## config.mk

```make
export PLATFORM = sky130hd
export DESIGN_NAME = rectangle_test_pattern_generator
export DESIGN_NICKNAME = d
export VERILOG_FILES = /design/src/sv/rtpg_pkg.sv /design/src/sv/rtpg_div.sv /design/src/sv/rtpg_ctrl.sv /design/src/sv/rtpg_dp.sv /design/src/sv/rectangle_test_pattern_generator.sv
export VERILOG_INCLUDE_DIRS = /design/src /design/src/sv
export SDC_FILE = /design/constraint.sdc
export NUM_CORES = 2
export LEC_CHECK = 0
export BUFFER_PORTS_ARGS = -buffer_cell sky130_fd_sc_hd__buf_2
export CORE_MARGIN = 5
export CORE_UTILIZATION = 50
export DETAILED_ROUTE_END_ITERATION = 8
export PLACE_DENSITY = 0.66
export SLEW_MARGIN = 20
export SYNTH_ARGS = -nofsm -noshare
export SYNTH_HDL_FRONTEND = slang
export SYNTH_SLANG_ARGS = --single-unit
export TNS_END_PERCENT = 20
```

## constraint.sdc

```tcl
create_clock -name clk -period 11.3 [get_ports clk]
set_input_delay 2.26 -clock clk [delete_from_list [all_inputs] [get_ports clk]]
set_output_delay 2.26 -clock clk [all_outputs]
set_load 0.01 [all_outputs]
```

## src/sv/rectangle_test_pattern_generator_assert.svh

```systemverilog
// Assertion macros for the rectangle test pattern generator.
`ifndef RECTANGLE_TEST_PATTERN_GENERATOR_ASSERT_SVH
`define RECTANGLE_TEST_PATTERN_GENERATOR_ASSERT_SVH
`ifndef SYNTHESIS
// same-cycle implication, checked on every clk edge outside reset
`define RTPG_ASSERT_IMPL(label, ante, cons, msg) \
    label: assert property (@(posedge clk) disable iff (!rst_n) (ante) |-> (cons)) \
        else $error(msg);
// next-cycle implication
`define RTPG_ASSERT_NEXT(label, ante, cons, msg) \
    label: assert property (@(posedge clk) disable iff (!rst_n) (ante) |=> (cons)) \
        else $error(msg);
`else
`define RTPG_ASSERT_IMPL(label, ante, cons, msg)
`define RTPG_ASSERT_NEXT(label, ante, cons, msg)
`endif
`endif

```

## src/sv/rtpg_pkg.sv

```systemverilog
// Shared types, constants and color helpers of the rectangle test pattern generator.
package rtpg_pkg;

    localparam int COORD_BITS_DEF = 12;
    localparam int PIX_W          = 12;
    localparam int COLOR_W        = 32;
    localparam int SCREEN_W       = 13;
    localparam int GRID_W         = 8;
    localparam int STEP_W         = 8;
    localparam int PBITS_W        = 6;
    localparam int LAYOUT_W       = 48;
    localparam int CFG_IDX_W      = 4;
    localparam int CFG_DATA_W     = 48;

    localparam int SCREEN_W_RST   = 1024;
    localparam int SCREEN_H_RST   = 768;
    localparam int GRID_SIZE_RST  = 1;
    localparam int STEP_RST       = 1;
    localparam int PBITS_RST      = 8;

    typedef enum logic [CFG_IDX_W-1:0] {
        REG_SCREEN_WIDTH  = 4'd0,
        REG_SCREEN_HEIGHT = 4'd1,
        REG_GRID_SIZE     = 4'd2,
        REG_FIRST_COLOR   = 4'd3,
        REG_COLOR_STEP    = 4'd4,
        REG_INDEXED_MODE  = 4'd5,
        REG_PIXEL_BITS    = 4'd6,
        REG_COLOR_LAYOUT  = 4'd7
    } reg_idx_t;

    // controller -> datapath commands
    typedef struct packed {
        logic accept;
        logic cfg_we;
        logic div_start;
        logic div_load;
        logic mul1;
        logic mul2;
        logic load_out;
    } rtpg_cmd_t;

    // datapath -> controller status
    typedef struct packed {
        logic div_busy;
        logic div_done;
    } rtpg_stat_t;

    // One RGB component: start from first_color, advance, wrap, place.
    function automatic logic [COLOR_W-1:0] comp_field(
        input logic [COLOR_W-1:0] first,
        input logic [7:0]         size,
        input logic [7:0]         pos,
        input logic [16:0]        adv
    );
        logic [COLOR_W-1:0] m;
        logic [COLOR_W-1:0] start;
        logic [COLOR_W-1:0] v;
        m     = (size >= 8'd32) ? '1 : ((32'd1 << size[4:0]) - 32'd1);
        start = (first >> pos[4:0]) & m;
        v     = (start + COLOR_W'(adv)) & m;
        return (pos >= 8'd32) ? '0 : (v << pos[4:0]);
    endfunction

    // Low mask for indexed color depth; 32 and above keep all bits.
    function automatic logic [COLOR_W-1:0] depth_mask(input logic [PBITS_W-1:0] pb);
        return (pb >= 6'd32) ? '1 : ((32'd1 << pb[4:0]) - 32'd1);
    endfunction

endpackage

```

## src/sv/rtpg_div.sv

```systemverilog
// Two-lane restoring divider for the cell sizes, one quotient bit per cycle.
module rtpg_div #(
    parameter int DW = rtpg_pkg::COORD_BITS_DEF + 1
) (
    input  logic          clk,
    input  logic          rst_n,
    input  logic          start,
    input  logic [DW-1:0] dividend_a,
    input  logic [DW-1:0] dividend_b,
    input  logic [7:0]    divisor,
    output logic          busy,
    output logic          done,
    output logic [DW-1:0] quot_a,
    output logic [DW-1:0] quot_b
);
    import rtpg_pkg::*;

    localparam int CNT_W = $clog2(DW + 1);

    logic             busy_reg, busy_next;
    logic             done_reg, done_next;
    logic [CNT_W-1:0] cnt_reg, cnt_next;
    logic [DW-1:0]    qa_reg, qa_next, qb_reg, qb_next;
    logic [7:0]       ra_reg, ra_next, rb_reg, rb_next;
    logic [7:0]       div_reg;
    logic [8:0]       sh_a, sh_b;
    logic             ge_a, ge_b;

    always_comb
    begin
        sh_a      = {ra_reg, qa_reg[DW-1]};
        sh_b      = {rb_reg, qb_reg[DW-1]};
        ge_a      = sh_a >= {1'b0, div_reg};
        ge_b      = sh_b >= {1'b0, div_reg};
        busy_next = busy_reg;
        done_next = 1'b0;
        cnt_next  = cnt_reg;
        qa_next   = qa_reg;
        qb_next   = qb_reg;
        ra_next   = ra_reg;
        rb_next   = rb_reg;
        if (start)
        begin
            busy_next = 1'b1;
            cnt_next  = CNT_W'(DW);
            qa_next   = dividend_a;
            qb_next   = dividend_b;
            ra_next   = '0;
            rb_next   = '0;
        end
        else if (busy_reg)
        begin
            ra_next  = ge_a ? 8'(sh_a - {1'b0, div_reg}) : sh_a[7:0];
            rb_next  = ge_b ? 8'(sh_b - {1'b0, div_reg}) : sh_b[7:0];
            qa_next  = {qa_reg[DW-2:0], ge_a};
            qb_next  = {qb_reg[DW-2:0], ge_b};
            cnt_next = cnt_reg - CNT_W'(1);
            if (cnt_reg == CNT_W'(1))
            begin
                busy_next = 1'b0;
                done_next = 1'b1;
            end
        end
    end

    always_ff @(posedge clk or negedge rst_n)
    begin
        if (!rst_n)
        begin
            busy_reg <= 1'b0;
            done_reg <= 1'b0;
            cnt_reg  <= '0;
        end
        else
        begin
            busy_reg <= busy_next;
            done_reg <= done_next;
            cnt_reg  <= cnt_next;
        end
    end

    always_ff @(posedge clk)
    begin
        if (start)
            div_reg <= divisor;
        qa_reg <= qa_next;
        qb_reg <= qb_next;
        ra_reg <= ra_next;
        rb_reg <= rb_next;
    end

    assign busy   = busy_reg;
    assign done   = done_reg;
    assign quot_a = qa_reg;
    assign quot_b = qb_reg;

endmodule

```

## src/sv/rtpg_ctrl.sv

```systemverilog
// Controller FSM: handshakes, item sequencing and cell size recompute.
module rtpg_ctrl (
    input  logic                             clk,
    input  logic                             rst_n,
    input  logic                             in_valid,
    output logic                             in_stall,
    output logic                             out_valid,
    input  logic                             out_stall,
    input  logic                             cfg_valid,
    output logic                             cfg_ready,
    input  logic [rtpg_pkg::CFG_IDX_W-1:0]   cfg_index,
    input  rtpg_pkg::rtpg_stat_t             stat,
    output rtpg_pkg::rtpg_cmd_t              cmd
);
    import rtpg_pkg::*;

    typedef enum logic [5:0] {
        S_IDLE   = 6'b000001,
        S_MUL1   = 6'b000010,
        S_MUL2   = 6'b000100,
        S_LOAD   = 6'b001000,
        S_DIV    = 6'b010000,
        S_DSTART = 6'b100000
    } state_t;

    state_t state_reg, state_next;
    logic   out_valid_reg, out_valid_next;
    logic   geom;

    always_comb
    begin
        unique case (cfg_index) inside
            REG_SCREEN_WIDTH, REG_SCREEN_HEIGHT, REG_GRID_SIZE: geom = 1'b1;
            default: geom = 1'b0;
        endcase
    end

    always_comb
    begin
        cmd            = '0;
        state_next     = state_reg;
        out_valid_next = out_valid_reg;
        if (out_valid_reg && !out_stall)
            out_valid_next = 1'b0;
        unique case (state_reg)
            S_IDLE:
            begin
                if (cfg_valid)
                begin
                    cmd.cfg_we = 1'b1;
                    if (geom)
                        state_next = S_DSTART;
                end
                else if (in_valid)
                begin
                    cmd.accept = 1'b1;
                    state_next = S_MUL1;
                end
            end
            S_DSTART:
            begin
                // new geometry is in the registers now
                cmd.div_start = 1'b1;
                state_next    = S_DIV;
            end
            S_DIV:
            begin
                if (stat.div_done)
                begin
                    cmd.div_load = 1'b1;
                    state_next   = S_IDLE;
                end
            end
            S_MUL1:
            begin
                cmd.mul1   = 1'b1;
                state_next = S_MUL2;
            end
            S_MUL2:
            begin
                cmd.mul2   = 1'b1;
                state_next = S_LOAD;
            end
            S_LOAD:
            begin
                if (!out_valid_reg || !out_stall)
                begin
                    cmd.load_out   = 1'b1;
                    out_valid_next = 1'b1;
                    state_next     = S_IDLE;
                end
            end
            default: state_next = S_IDLE;
        endcase
    end

    always_ff @(posedge clk or negedge rst_n)
    begin
        if (!rst_n)
        begin
            state_reg     <= S_IDLE;
            out_valid_reg <= 1'b0;
        end
        else
        begin
            state_reg     <= state_next;
            out_valid_reg <= out_valid_next;
        end
    end

    // config has priority over a pixel request in the same cycle
    assign cfg_ready = (state_reg == S_IDLE);
    assign in_stall  = (state_reg != S_IDLE) || cfg_valid;
    assign out_valid = out_valid_reg;

endmodule

```

## src/sv/rtpg_dp.sv

```systemverilog
// Datapath: config registers, raster counters, color pipeline, output register.
module rtpg_dp #(
    parameter int COORD_BITS = rtpg_pkg::COORD_BITS_DEF
) (
    input  logic                              clk,
    input  logic                              rst_n,
    input  rtpg_pkg::rtpg_cmd_t               cmd,
    output rtpg_pkg::rtpg_stat_t              stat,
    input  logic                              restart,
    input  logic [rtpg_pkg::CFG_IDX_W-1:0]    cfg_index,
    input  logic [rtpg_pkg::CFG_DATA_W-1:0]   cfg_data,
    output logic [rtpg_pkg::PIX_W-1:0]        pixel_x,
    output logic [rtpg_pkg::PIX_W-1:0]        pixel_y,
    output logic [rtpg_pkg::COLOR_W-1:0]      pixel_color,
    output logic                              inside_grid,
    output logic                              frame_end
);
    import rtpg_pkg::*;

    localparam int CB    = COORD_BITS;
    localparam int DW    = CB + 1;
    localparam int CMPW  = (DW > SCREEN_W) ? DW : SCREEN_W;
    localparam logic [CMPW-1:0] DIM_TOP = CMPW'(1) << CB;
    localparam int CW_RST_I = ((SCREEN_W_RST > 2**CB) ? 2**CB : SCREEN_W_RST) / GRID_SIZE_RST;
    localparam int CH_RST_I = ((SCREEN_H_RST > 2**CB) ? 2**CB : SCREEN_H_RST) / GRID_SIZE_RST;

    // configuration
    logic [SCREEN_W-1:0] scr_w_reg, scr_h_reg;
    logic [GRID_W-1:0]   grid_reg;
    logic [COLOR_W-1:0]  first_reg;
    logic [STEP_W-1:0]   step_reg;
    logic                indexed_reg;
    logic [PBITS_W-1:0]  pbits_reg;
    logic [LAYOUT_W-1:0] layout_reg;

    // scan state
    logic [CB-1:0]     scan_x_reg, scan_x_next, scan_y_reg, scan_y_next;
    logic [CB-1:0]     offx_reg, offx_next, offy_reg, offy_next;
    logic [GRID_W-1:0] col_reg, col_next, row_reg, row_next;
    logic [DW-1:0]     cell_w_reg, cell_h_reg;

    // current item view
    logic [CB-1:0]     cur_x, cur_y, cur_offx, cur_offy;
    logic [GRID_W-1:0] cur_col, cur_row;
    logic [DW-1:0]     w_dim, h_dim, offx_inc, offy_inc;
    logic              x_last, y_last, cur_inside;

    // pipeline
    logic [PIX_W-1:0]   cap_x_reg, cap_y_reg;
    logic [GRID_W-1:0]  cap_col_reg, cap_row_reg;
    logic               cap_inside_reg, cap_end_reg;
    logic [15:0]        rn_reg, cs_reg, rs_reg;
    logic [23:0]        idx_reg;
    logic [16:0]        csr_reg;
    logic [COLOR_W-1:0] color;

    // output register
    logic [PIX_W-1:0]   px_reg, py_reg;
    logic [COLOR_W-1:0] pc_reg;
    logic               pin_reg, pend_reg;

    logic [DW-1:0] quot_w, quot_h;

    function automatic logic [DW-1:0] clamp_dim(input logic [SCREEN_W-1:0] v);
        logic [CMPW-1:0] e;
        e = CMPW'(v);
        if (e == '0)
            return DW'(1);
        else if (e > DIM_TOP)
            return DW'(DIM_TOP);
        else
            return DW'(e);
    endfunction

    assign w_dim = clamp_dim(scr_w_reg);
    assign h_dim = clamp_dim(scr_h_reg);

    rtpg_div #(
        .DW(DW)
    ) u_div (
        .clk        (clk),
        .rst_n      (rst_n),
        .start      (cmd.div_start),
        .dividend_a (w_dim),
        .dividend_b (h_dim),
        .divisor    (grid_reg),
        .busy       (stat.div_busy),
        .done       (stat.div_done),
        .quot_a     (quot_w),
        .quot_b     (quot_h)
    );

    // next pixel of the raster; restart folds in before the step
    always_comb
    begin
        cur_x    = restart ? '0 : scan_x_reg;
        cur_y    = restart ? '0 : scan_y_reg;
        cur_offx = restart ? '0 : offx_reg;
        cur_offy = restart ? '0 : offy_reg;
        cur_col  = restart ? '0 : col_reg;
        cur_row  = restart ? '0 : row_reg;

        x_last   = (DW'(cur_x) + DW'(1)) >= w_dim;
        y_last   = (DW'(cur_y) + DW'(1)) >= h_dim;
        offx_inc = DW'(cur_offx) + DW'(1);
        offy_inc = DW'(cur_offy) + DW'(1);
        cur_inside = (grid_reg != '0) && (cell_w_reg != '0) && (cell_h_reg != '0) &&
                     (cur_col < grid_reg) && (cur_row < grid_reg);

        scan_x_next = cur_x;
        scan_y_next = cur_y;
        offx_next   = cur_offx;
        offy_next   = cur_offy;
        col_next    = cur_col;
        row_next    = cur_row;
        if (x_last)
        begin
            scan_x_next = '0;
            offx_next   = '0;
            col_next    = '0;
            if (y_last)
            begin
                scan_y_next = '0;
                offy_next   = '0;
                row_next    = '0;
            end
            else
            begin
                scan_y_next = cur_y + CB'(1);
                if ((cell_h_reg != '0) && (offy_inc >= cell_h_reg))
                begin
                    offy_next = '0;
                    if (cur_row < grid_reg)
                        row_next = cur_row + GRID_W'(1);
                end
                else
                    offy_next = CB'(offy_inc);
            end
        end
        else
        begin
            scan_x_next = cur_x + CB'(1);
            if ((cell_w_reg != '0) && (offx_inc >= cell_w_reg))
            begin
                offx_next = '0;
                if (cur_col < grid_reg)
                    col_next = cur_col + GRID_W'(1);
            end
            else
                offx_next = CB'(offx_inc);
        end
    end

    // config registers
    always_ff @(posedge clk or negedge rst_n)
    begin
        if (!rst_n)
        begin
            scr_w_reg   <= SCREEN_W'(SCREEN_W_RST);
            scr_h_reg   <= SCREEN_W'(SCREEN_H_RST);
            grid_reg    <= GRID_W'(GRID_SIZE_RST);
            first_reg   <= '0;
            step_reg    <= STEP_W'(STEP_RST);
            indexed_reg <= 1'b1;
            pbits_reg   <= PBITS_W'(PBITS_RST);
            layout_reg  <= '0;
        end
        else if (cmd.cfg_we)
        begin
            unique case (cfg_index)
                REG_SCREEN_WIDTH:  scr_w_reg   <= cfg_data[SCREEN_W-1:0];
                REG_SCREEN_HEIGHT: scr_h_reg   <= cfg_data[SCREEN_W-1:0];
                REG_GRID_SIZE:     grid_reg    <= cfg_data[GRID_W-1:0];
                REG_FIRST_COLOR:   first_reg   <= cfg_data[COLOR_W-1:0];
                REG_COLOR_STEP:    step_reg    <= cfg_data[STEP_W-1:0];
                REG_INDEXED_MODE:  indexed_reg <= cfg_data[0];
                REG_PIXEL_BITS:    pbits_reg   <= cfg_data[PBITS_W-1:0];
                REG_COLOR_LAYOUT:  layout_reg  <= cfg_data[LAYOUT_W-1:0];
                default:           ;
            endcase
        end
    end

    // scan state and cell sizes
    always_ff @(posedge clk or negedge rst_n)
    begin
        if (!rst_n)
        begin
            scan_x_reg <= '0;
            scan_y_reg <= '0;
            offx_reg   <= '0;
            offy_reg   <= '0;
            col_reg    <= '0;
            row_reg    <= '0;
            cell_w_reg <= DW'(CW_RST_I);
            cell_h_reg <= DW'(CH_RST_I);
        end
        else
        begin
            if (cmd.div_start)
            begin
                scan_x_reg <= '0;
                scan_y_reg <= '0;
                offx_reg   <= '0;
                offy_reg   <= '0;
                col_reg    <= '0;
                row_reg    <= '0;
            end
            else if (cmd.accept)
            begin
                scan_x_reg <= scan_x_next;
                scan_y_reg <= scan_y_next;
                offx_reg   <= offx_next;
                offy_reg   <= offy_next;
                col_reg    <= col_next;
                row_reg    <= row_next;
            end
            if (cmd.div_load)
            begin
                cell_w_reg <= (grid_reg == '0) ? '0 : quot_w;
                cell_h_reg <= (grid_reg == '0) ? '0 : quot_h;
            end
        end
    end

    // color pipeline: capture, products, index product
    always_ff @(posedge clk)
    begin
        if (cmd.accept)
        begin
            cap_x_reg      <= PIX_W'(cur_x);
            cap_y_reg      <= PIX_W'(cur_y);
            cap_col_reg    <= cur_col;
            cap_row_reg    <= cur_row;
            cap_inside_reg <= cur_inside;
            cap_end_reg    <= x_last && y_last;
        end
        if (cmd.mul1)
        begin
            rn_reg <= 16'(cap_row_reg) * 16'(grid_reg);
            cs_reg <= 16'(cap_col_reg) * 16'(step_reg);
            rs_reg <= 16'(cap_row_reg) * 16'(step_reg);
        end
        if (cmd.mul2)
        begin
            idx_reg <= 24'(rn_reg + 16'(cap_col_reg)) * 24'(step_reg);
            csr_reg <= 17'(cs_reg) + 17'(rs_reg);
        end
        if (cmd.load_out)
        begin
            px_reg   <= cap_x_reg;
            py_reg   <= cap_y_reg;
            pc_reg   <= color;
            pin_reg  <= cap_inside_reg;
            pend_reg <= cap_end_reg;
        end
    end

    always_comb
    begin
        if (!cap_inside_reg)
            color = '0;
        else if (indexed_reg)
            color = (first_reg + COLOR_W'(idx_reg)) & depth_mask(pbits_reg);
        else
            color = comp_field(first_reg, layout_reg[7:0],   layout_reg[15:8],
                               17'(cs_reg)) |
                    comp_field(first_reg, layout_reg[23:16], layout_reg[31:24],
                               17'(rs_reg)) |
                    comp_field(first_reg, layout_reg[39:32], layout_reg[47:40],
                               csr_reg);
    end

    assign pixel_x     = px_reg;
    assign pixel_y     = py_reg;
    assign pixel_color = pc_reg;
    assign inside_grid = pin_reg;
    assign frame_end   = pend_reg;

endmodule

```

## src/sv/rectangle_test_pattern_generator.sv

```systemverilog
// Top level of the rectangle test pattern generator: controller, datapath, checks.
//
// Usage:
//  - Input channel (in_valid/in_stall, payload restart): each transaction asks
//    for one pixel; restart=1 begins the raster again at (0,0).
//  - Output channel (out_valid/out_stall): one transaction per input
//    transaction carrying pixel_x, pixel_y, pixel_color, inside_grid, frame_end.
//  - Config channel (cfg_valid/cfg_ready, cfg_index, cfg_data): register writes.
//    Indexes beyond the register list are accepted and ignored.
//  - Pipeline: the capture, two multiply stages and the output load of the color
//    pipeline in the FSM lie between the input transaction and the result; no
//    new pixel is taken until the result register has been loaded.
//  - Writing screen width, height or grid size restarts the scan and runs the
//    shared serial divider for the cell sizes, with cfg_ready and the input
//    channel stalled until it is done.
//  - Reset: registers take their defaults (1024x768, one cell, indexed 8 bpp),
//    the scan sits at (0,0) and no result is pending.
//  - Output stall: the result register holds; the next input is taken and
//    computed meanwhile, then waits until the register frees up.
module rectangle_test_pattern_generator #(
    parameter int COORD_BITS = rtpg_pkg::COORD_BITS_DEF
) (
    input  logic                              clk,
    input  logic                              rst_n,
    input  logic                              in_valid,
    output logic                              in_stall,
    input  logic                              restart,
    output logic                              out_valid,
    input  logic                              out_stall,
    output logic [rtpg_pkg::PIX_W-1:0]        pixel_x,
    output logic [rtpg_pkg::PIX_W-1:0]        pixel_y,
    output logic [rtpg_pkg::COLOR_W-1:0]      pixel_color,
    output logic                              inside_grid,
    output logic                              frame_end,
    input  logic                              cfg_valid,
    output logic                              cfg_ready,
    input  logic [rtpg_pkg::CFG_IDX_W-1:0]    cfg_index,
    input  logic [rtpg_pkg::CFG_DATA_W-1:0]   cfg_data
);
    import rtpg_pkg::*;
`include "rectangle_test_pattern_generator_assert.svh"

    rtpg_cmd_t  cmd;
    rtpg_stat_t stat;

    // sequencing, handshakes, divider control
    rtpg_ctrl u_ctrl (
        .clk       (clk),
        .rst_n     (rst_n),
        .in_valid  (in_valid),
        .in_stall  (in_stall),
        .out_valid (out_valid),
        .out_stall (out_stall),
        .cfg_valid (cfg_valid),
        .cfg_ready (cfg_ready),
        .cfg_index (cfg_index),
        .stat      (stat),
        .cmd       (cmd)
    );

    // registers, raster counters, color math and result register
    rtpg_dp #(
        .COORD_BITS(COORD_BITS)
    ) u_dp (
        .clk         (clk),
        .rst_n       (rst_n),
        .cmd         (cmd),
        .stat        (stat),
        .restart     (restart),
        .cfg_index   (cfg_index),
        .cfg_data    (cfg_data),
        .pixel_x     (pixel_x),
        .pixel_y     (pixel_y),
        .pixel_color (pixel_color),
        .inside_grid (inside_grid),
        .frame_end   (frame_end)
    );

    // config and pixel transactions never complete on the same edge
    `RTPG_ASSERT_IMPL(a_cfg_pix_excl, cfg_valid && cfg_ready, in_stall, "config and pixel transaction overlap")
    // no pixel is taken while the cell sizes are being recomputed
    `RTPG_ASSERT_IMPL(a_div_blocks_in, stat.div_busy, in_stall && !cfg_ready, "transaction taken during divide")
    // result register is only overwritten once it is free
    `RTPG_ASSERT_IMPL(a_load_free, cmd.load_out, !out_valid || !out_stall, "result overwritten while stalled")
    // an accepted pixel always moves into the multiply stage
    `RTPG_ASSERT_NEXT(a_accept_mul, cmd.accept, cmd.mul1, "accepted pixel not sequenced")

endmodule

```

== Word level (Yosys, flattened, before mapping) ==
Cells that the tools add are included.

* Muxes and demuxes: 82
* Bitwise operators: 9
* Eq/ne operators: 19
* Shift operators: 10
* Multiply operators: 4
* Magnitude comparators: 17
* Add/subtract/negate cells: 21
* Reductions and logical operators: 31

{| class="wikitable"
|+ Operators by type and width
! operator !! number
|-
| $mux 32 || 8
|-
| $mux 12 || 20
|-
| $and 32x32->32 || 7
|-
| $mux 13 || 10
|-
| $shl 1x5->32 const A || 4
|-
| $sub 32x1->32 const B || 4
|-
| $mux 8 || 15
|-
| $shl 32x5->32 || 3
|-
| $shr 32x5->32 || 3
|-
| $add 32x16->32 || 2
|-
| $or 32x32->32 || 2
|-
| $add 12x1->13 const B || 4
|-
| $ge 13x13->1 || 4
|-
| $ge 8x6->1 const B || 6
|-
| $mul 8x8->16 || 3
|-
| $pmux 6 s6 || 1
|-
| $add 32x17->32 || 1
|-
| $add 32x24->32 || 1
|-
| $mux 6 || 5
|-
| $gt 13x13->1 const B || 2
|-
| $logic_not 13->1 || 2
|-
| $reduce_bool 13->1 || 2
|-
| $add 12x1->12 const B || 2
|-
| $mul 24x8->24 || 1
|-
| other kinds (34) || 81
|}

* Word-level logic and storage cells: 235
* Output and inout bits: 61
* Register bits after elaboration: 471

== Longest topological paths before layout ==
* Word-level depth: 11
* Mapped depth: 30

== Cells and area by module ==
Synthesis repeated with hierarchy kept, for this count alone.

* Cell total of the unflattened synthesis: 5874
* Area total of the unflattened synthesis: 51119.0 um2

{| class="wikitable"
|+ By module, submodules not included
! module !! area each (um2) !! cells each !! seq. area each (um2) !! instances
|-
| rtpg_dp || 47481.8 || 5543 || 11168.2 || 1
|-
| rtpg_div || 3194.3 || 284 || 1491.4 || 1
|-
| rtpg_ctrl || 442.9 || 47 || 176.4 || 1
|}

== Worst setup path after synthesis ==
Ideal clock, no wire load.

* Path type: input-to-reg
* Start: in restart
* End: reg u_dp.offy_reg[2]
* Path slack: 4.439 ns
* Arrival: 6.794 ns
* Setup time: 0.067 ns
* Stages on the path: 23
* Cells stage by stage: clkbuf_1 -> clkbuf_1 -> clkbuf_1 -> clkbuf_1 -> clkbuf_1 -> nor2b_1 -> ha_1 -> nand3_1 -> nor3_1 -> xor2_1 -> ha_1 -> and4_1 -> a21oi_1 -> a21boi_0 -> o21a_1 -> o21a_1 -> o21a_1 -> o21ai_0 -> a21bo_2 -> nand2_1 -> o21ai_0 -> clkbuf_1 -> a22o_1

* Elaborated cells on any way between the ends: 15
* Those cells by class: 3 x add/sub; 3 x order compare; 8 x mux; 1 x reduce/logical

{| class="wikitable"
|+ RTL lines
! element !! line !! RTL
|-
| start, declared || rectangle_test_pattern_generator.sv:27 || <nowiki>input logic restart,</nowiki>
|-
| $mux 12 || rtpg_dp.sv:96 || <nowiki>cur_x = restart ? '0 : scan_x_reg;</nowiki>
|-
| net u_dp.cur_x[0] || rtpg_dp.sv:43 || <nowiki>logic [CB-1:0] cur_x, cur_y, cur_offx, cur_offy;</nowiki>
|-
| $add 12x1->13 || rtpg_dp.sv:103 || <nowiki>x_last = (DW'(cur_x) + DW'(1)) >= w_dim;</nowiki>
|-
| $ge 13x13->1 || rtpg_dp.sv:103 ||
|-
| $mux 12 || rtpg_dp.sv:116 || <nowiki>if (x_last)</nowiki>
|-
| $mux 12 || rtpg_dp.sv:209 || <nowiki>else if (cmd.accept)</nowiki>
|-
| $mux 12 || rtpg_dp.sv:200 || <nowiki>if (cmd.div_start)</nowiki>
|-
| end signal, assigned || rtpg_dp.sv:214 || <nowiki>offy_reg <= offy_next;</nowiki>
|-
| end, declared || rtpg_dp.sv:38 || <nowiki>logic [CB-1:0] offx_reg, offx_next, offy_reg, offy_next;</nowiki>
|}

The timed path passes the listed nets, and every way through them passes these cells. The select of a mux whose other input is x is not followed.
A chain may end at the register's enable or synchronous reset.

== Worst setup path after layout ==
* Start: reg u_dp.layout_reg[24]
* End: reg u_dp.pc_reg[28] (netlist: u_dp.pixel_color[28]), data pin

* Word-level cells in the longest chain between the ends: 9
* Elaborated cells on any way between the ends: 10
* Those cells by class: 1 x add/sub; 1 x order compare; 2 x shift; 2 x mux; 4 x bitwise

{| class="wikitable"
|+ Ends and longest elaborated chain
! element !! line !! RTL
|-
| start, declared || rtpg_dp.sv:34 || <nowiki>logic [LAYOUT_W-1:0] layout_reg;</nowiki>
|-
| start signal, assigned || rtpg_dp.sv:178 || <nowiki>REG_COLOR_LAYOUT: layout_reg <= cfg_data[LAYOUT_W-1:0];</nowiki>
|-
| $shr 32x5->32 || rtpg_pkg.sv:60 || <nowiki>start = (first >> pos[4:0]) & m;</nowiki>
|-
| $and 32x32->32 || rtpg_pkg.sv:60 ||
|-
| $add 32x16->32 || rtpg_pkg.sv:61 || <nowiki>v = (start + COLOR_W'(adv)) & m;</nowiki>
|-
| $and 32x32->32 || rtpg_pkg.sv:61 ||
|-
| $shl 32x5->32 || rtpg_pkg.sv:62 || <nowiki>return (pos >= 8'd32) ? '0 : (v << pos[4:0]);</nowiki>
|-
| $mux 32 (*) || rtpg_pkg.sv:62 ||
|-
| $or 32x32->32 (*) || rtpg_dp.sv:267 || <nowiki>17'(cs_reg)) |</nowiki>
|-
| $or 32x32->32 (*) || rtpg_dp.sv:269 || <nowiki>17'(rs_reg)) |</nowiki>
|-
| $mux 32 (*) || rtpg_dp.sv:263 || <nowiki>else if (indexed_reg)</nowiki>
|-
| end signal, assigned || rtpg_dp.sv:253 || <nowiki>pc_reg <= color;</nowiki>
|-
| end, declared || rtpg_dp.sv:59 || <nowiki>logic [COLOR_W-1:0] pc_reg;</nowiki>
|}

Every way passes the cells marked *; elsewhere a longest branch is shown, timed or not.

==> impl_results.rst <==
.. list-table::
   :header-rows: 1

   * - Metric
     - Value
   * - Minimum setup slack after placement
     - 3.80 ns
   * - Clock transition at the register clock pins on the worst setup and hold paths after CTS
     - 0.06 ns
   * - Total clock buffers created by CTS
     - 53
   * - Kind of critical path
     - flop to flop
   * - Type of the tightest min-delay check
     - flop to flop
   * - Run status
     - finished clean
   * - Die X-Extent
     - 329 um
   * - Number of standard-cell rows in the floorplan
     - 116
   * - ANT nets after route
     - 0
   * - Crit path max-delay family
     - compound AO/OA/AOI/OAI gates
   * - Overall die area
     - 108,000 um^2
   * - Total routed wirelength
     - 176,000 um
   * - Root Driver
     - clkbuf_16
   * - Final worst-path cycle share
     - 67.2%
   * - Nature of the critical path endpoint
     - flop
   * - Sinks on Clock Net
     - 471
   * - Deepest level of the CTS H-tree
     - 2
   * - Transition at the pin with the smallest max-transition slack
     - 1.14 ns
   * - Worst relative slew slack
     - 24.0%
   * - Fraction of layout instances using a drive strength above 1
     - 10.7%
   * - # resized after CTS
     - 0
   * - Final number of setup-violating endpoints
     - 0
   * - Max reg flops
     - 48
   * - WP data required
     - 11.75 ns
   * - Data arrival time of the critical path
     - 8.05 ns
   * - Antenna diode count
     - 0
   * - Largest net degree at the start of global routing
     - 167
   * - Synthesis-to-layout area growth
     - 6.57%
   * - Antenna violations before repair
     - 3
   * - Post-synthesis instance area
     - 50,700 um^2
   * - Number of synthesized register bits
     - 471
   * - Grt ovf
     - 0
   * - Bufs on Longest Clock Path
     - 3
   * - Setup Total Neg Slack
     - 0 ns
   * - Number of global-route vias before repair
     - 43,550
   * - Final min period
     - 7.59 ns
   * - Hold buffer count at CTS
     - 0
   * - Buffers added on ports
     - 118
   * - Clk_lat worst skew
     - 0.67 ns
   * - List of cells traversed by the critical path
     - buf_4 > mux4_1 > mux2i_1 > and2_1 > a21oi_1 > mux2i_1 > a21oi_1 > fa_1 > a211oi_1 > o21ai_0 > a211oi_1 > o21ai_0 > nand3_1 > nor2_1 > xnor2_1 > o31ai_1 > nor2_1 > o311ai_0 > o2111ai_1 > nand4_1
   * - Library cells used by synthesis
     - 92
   * - Warnings, synthesis
     - 0
   * - Number of nets in the finished design
     - 6,371
   * - Detailed placer's ending HPWL
     - 134,000 um
   * - Effective utilization at floorplan
     - 50.5%
   * - Final Skew
     - 0.0566 ns
   * - Max cap viols
     - 0
   * - Sum of buffers and inverters on the critical path
     - 1
   * - Max FO, Critical Path
     - 38
   * - Sequential cell area fraction in the yosys report
     - 25.3%
   * - Critical Path Slowest Stage Cell
     - dfrtp_2
   * - Post-synthesis instance total
     - 5,887
   * - Number of detailed-routing iterations run before antenna repair
     - 8
   * - Number of fill cells in the layout
     - 9,441
   * - Min setup slack post-route
     - 3.71 ns
   * - Average wire per standard cell
     - 24.6 um
   * - RD Place Congestion
     - 1.06
   * - Total number of vias
     - 45,889
   * - Vias per Instance
     - 6.40
   * - Global-route usage over all layers
     - 31.8%
   * - Main flop type after synthesis
     - edfxtp_1
   * - Vertical extent of the die
     - 329 um
   * - Final hold violations
     - 0
   * - Mean cell area of the mapped netlist
     - 8.62 um^2
   * - Number of DRC violations after detailed routing
     - 0
   * - Sort of element at the start of the critical path
     - flop
   * - Pins Over Slew Limit
     - 0
   * - Post-synthesis net count
     - 6,492
   * - Ports placed on the boundary
     - 119
   * - First-pass GRT wire length
     - 269,000 um
   * - CORE AREA
     - 100,000 um^2
   * - Unrepaired setup endpoints after global routing
     - no
   * - FMAX
     - 132 MHz
   * - Number of DRC violations after detailed-routing iteration 0
     - 5,107
   * - Fraction of synthesis flops using an asynchronous set or reset pin
     - 49.3%
   * - Number of enable flip-flop cells after synthesis
     - 223
   * - TritonCTS clock tree
     - built
   * - Number of buffers inserted to repair setup after CTS
     - 0
   * - CP max stage delay
     - 0.85 ns
==> placed cells by master, fill, tap and decap left out, types with 71 or more instances in the layout <==
cell type  instances
o21ai_0          349
and2_1           217
xnor2_1          114
xor2_1            83
a211oi_1          89
a21o_1            90
nor2b_1           99
a21oi_1          284
nand3_1          126
nand2_1          667
dfrtp_1          210
buf_2            117
edfxtp_1         223
nor3_1           113
nor2_1           435
fa_1             205
mux2i_1          204
buf_4             71
inv_1            362
nand2b_1          74
mux2_2           171
ha_1             342
==> final cells by class <==
class	instances	area [um^2]	area share, %
inverter	371	1390	2.58
multi-input combinational	4677	35200	65.0
clock buffer	69	1430	2.64
sequential	471	12900	23.8
timing repair buffer	192	1210	2.24
clock inverter	31	340	0.629
tap	1357	1700	3.14
==> stage by stage <==
stage / hold slack [ns] / util (%) / std cells / instance area [um^2]
2_1_floorplan: 0.400 / - / 5887 / 50700
3_3_place_gp: 0.401 / 52.0 / 7066 / 52200
3_5_place_dp: 0.405 / 52.1 / 7068 / 52300
4_1_cts: 0.416 / 53.8 / 7168 / 54100
5_1_grt: 0.427 / 53.8 / 7168 / 54100
6_report: 0.416 / 53.8 / 7168 / 54100
==> logic make-up after synthesis <==
logic type / share of synthesized area [%]
AND/OR/NAND/NOR: 19.8
AO/OA/AOI/OAI: 18.9
buffers and inverters: 5.57
adder cells (fa/ha/maj): 16.5
flip-flops: 25.3
multiplexers: 10.5
XOR/XNOR: 3.40
==> cells in the mapped netlist, types with 49 or more instances <==
cell / n / area (um^2)
nand2_1: 667 / 2500
nor2_1: 437 / 1640
inv_1: 365 / 1370
o21ai_0: 349 / 1750
ha_1: 342 / 4280
clkbuf_1: 294 / 1100
a21oi_1: 286 / 1430
edfxtp_1: 223 / 6700
dfrtp_1: 221 / 5530
and2_1: 217 / 1360
fa_1: 205 / 4100
mux2i_1: 204 / 2040
mux2_2: 171 / 1930
nand3_1: 127 / 636
nor3_1: 116 / 581
xnor2_1: 114 / 998
nor2b_1: 99 / 619
a21o_1: 90 / 676
a211oi_1: 89 / 668
xor2_1: 83 / 727
nand2b_1: 74 / 463
o21a_1: 66 / 495
a31oi_1: 57 / 357
nand4_1: 53 / 332
buf_1: 51 / 191
o211ai_1: 51 / 383
a22o_1: 50 / 438
mux4_2: 50 / 1130
nor4_1: 49 / 307
==> layer usage <==
| layer | global-route usage (%) | wire [um] |
|---|---|---|
| met5 | 0 | 12 |
| met4 | 16.4 | 11400 |
| met3 | 5.27 | 14700 |
| met2 | 49.2 | 76800 |
| met1 | 43.0 | 73600 |
==> final timing paths <==
kind | from | end | slack, ns | cells after the start
max in group asynchronous | rst_n | u_dp.step_reg[1] | 8.23 | 2
hold / removal | u_dp.cap_x_reg[4] | u_dp.pixel_x[4] | 0.42 | 0
hold reg to reg | u_dp.cap_x_reg[4] | u_dp.pixel_x[4] | 0.42 | 0
setup reg to reg | u_dp.layout_reg[24] | u_dp.pixel_color[28] | 3.71 | 20
setup / recovery | u_dp.layout_reg[24] | u_dp.pixel_color[28] | 3.71 | 20
min in group asynchronous | rst_n | u_dp.layout_reg[20] | 1.59 | 1
Power is not shown: default switching activity piles up to over one toggle a cycle in this logic, so the estimate is an artifact.
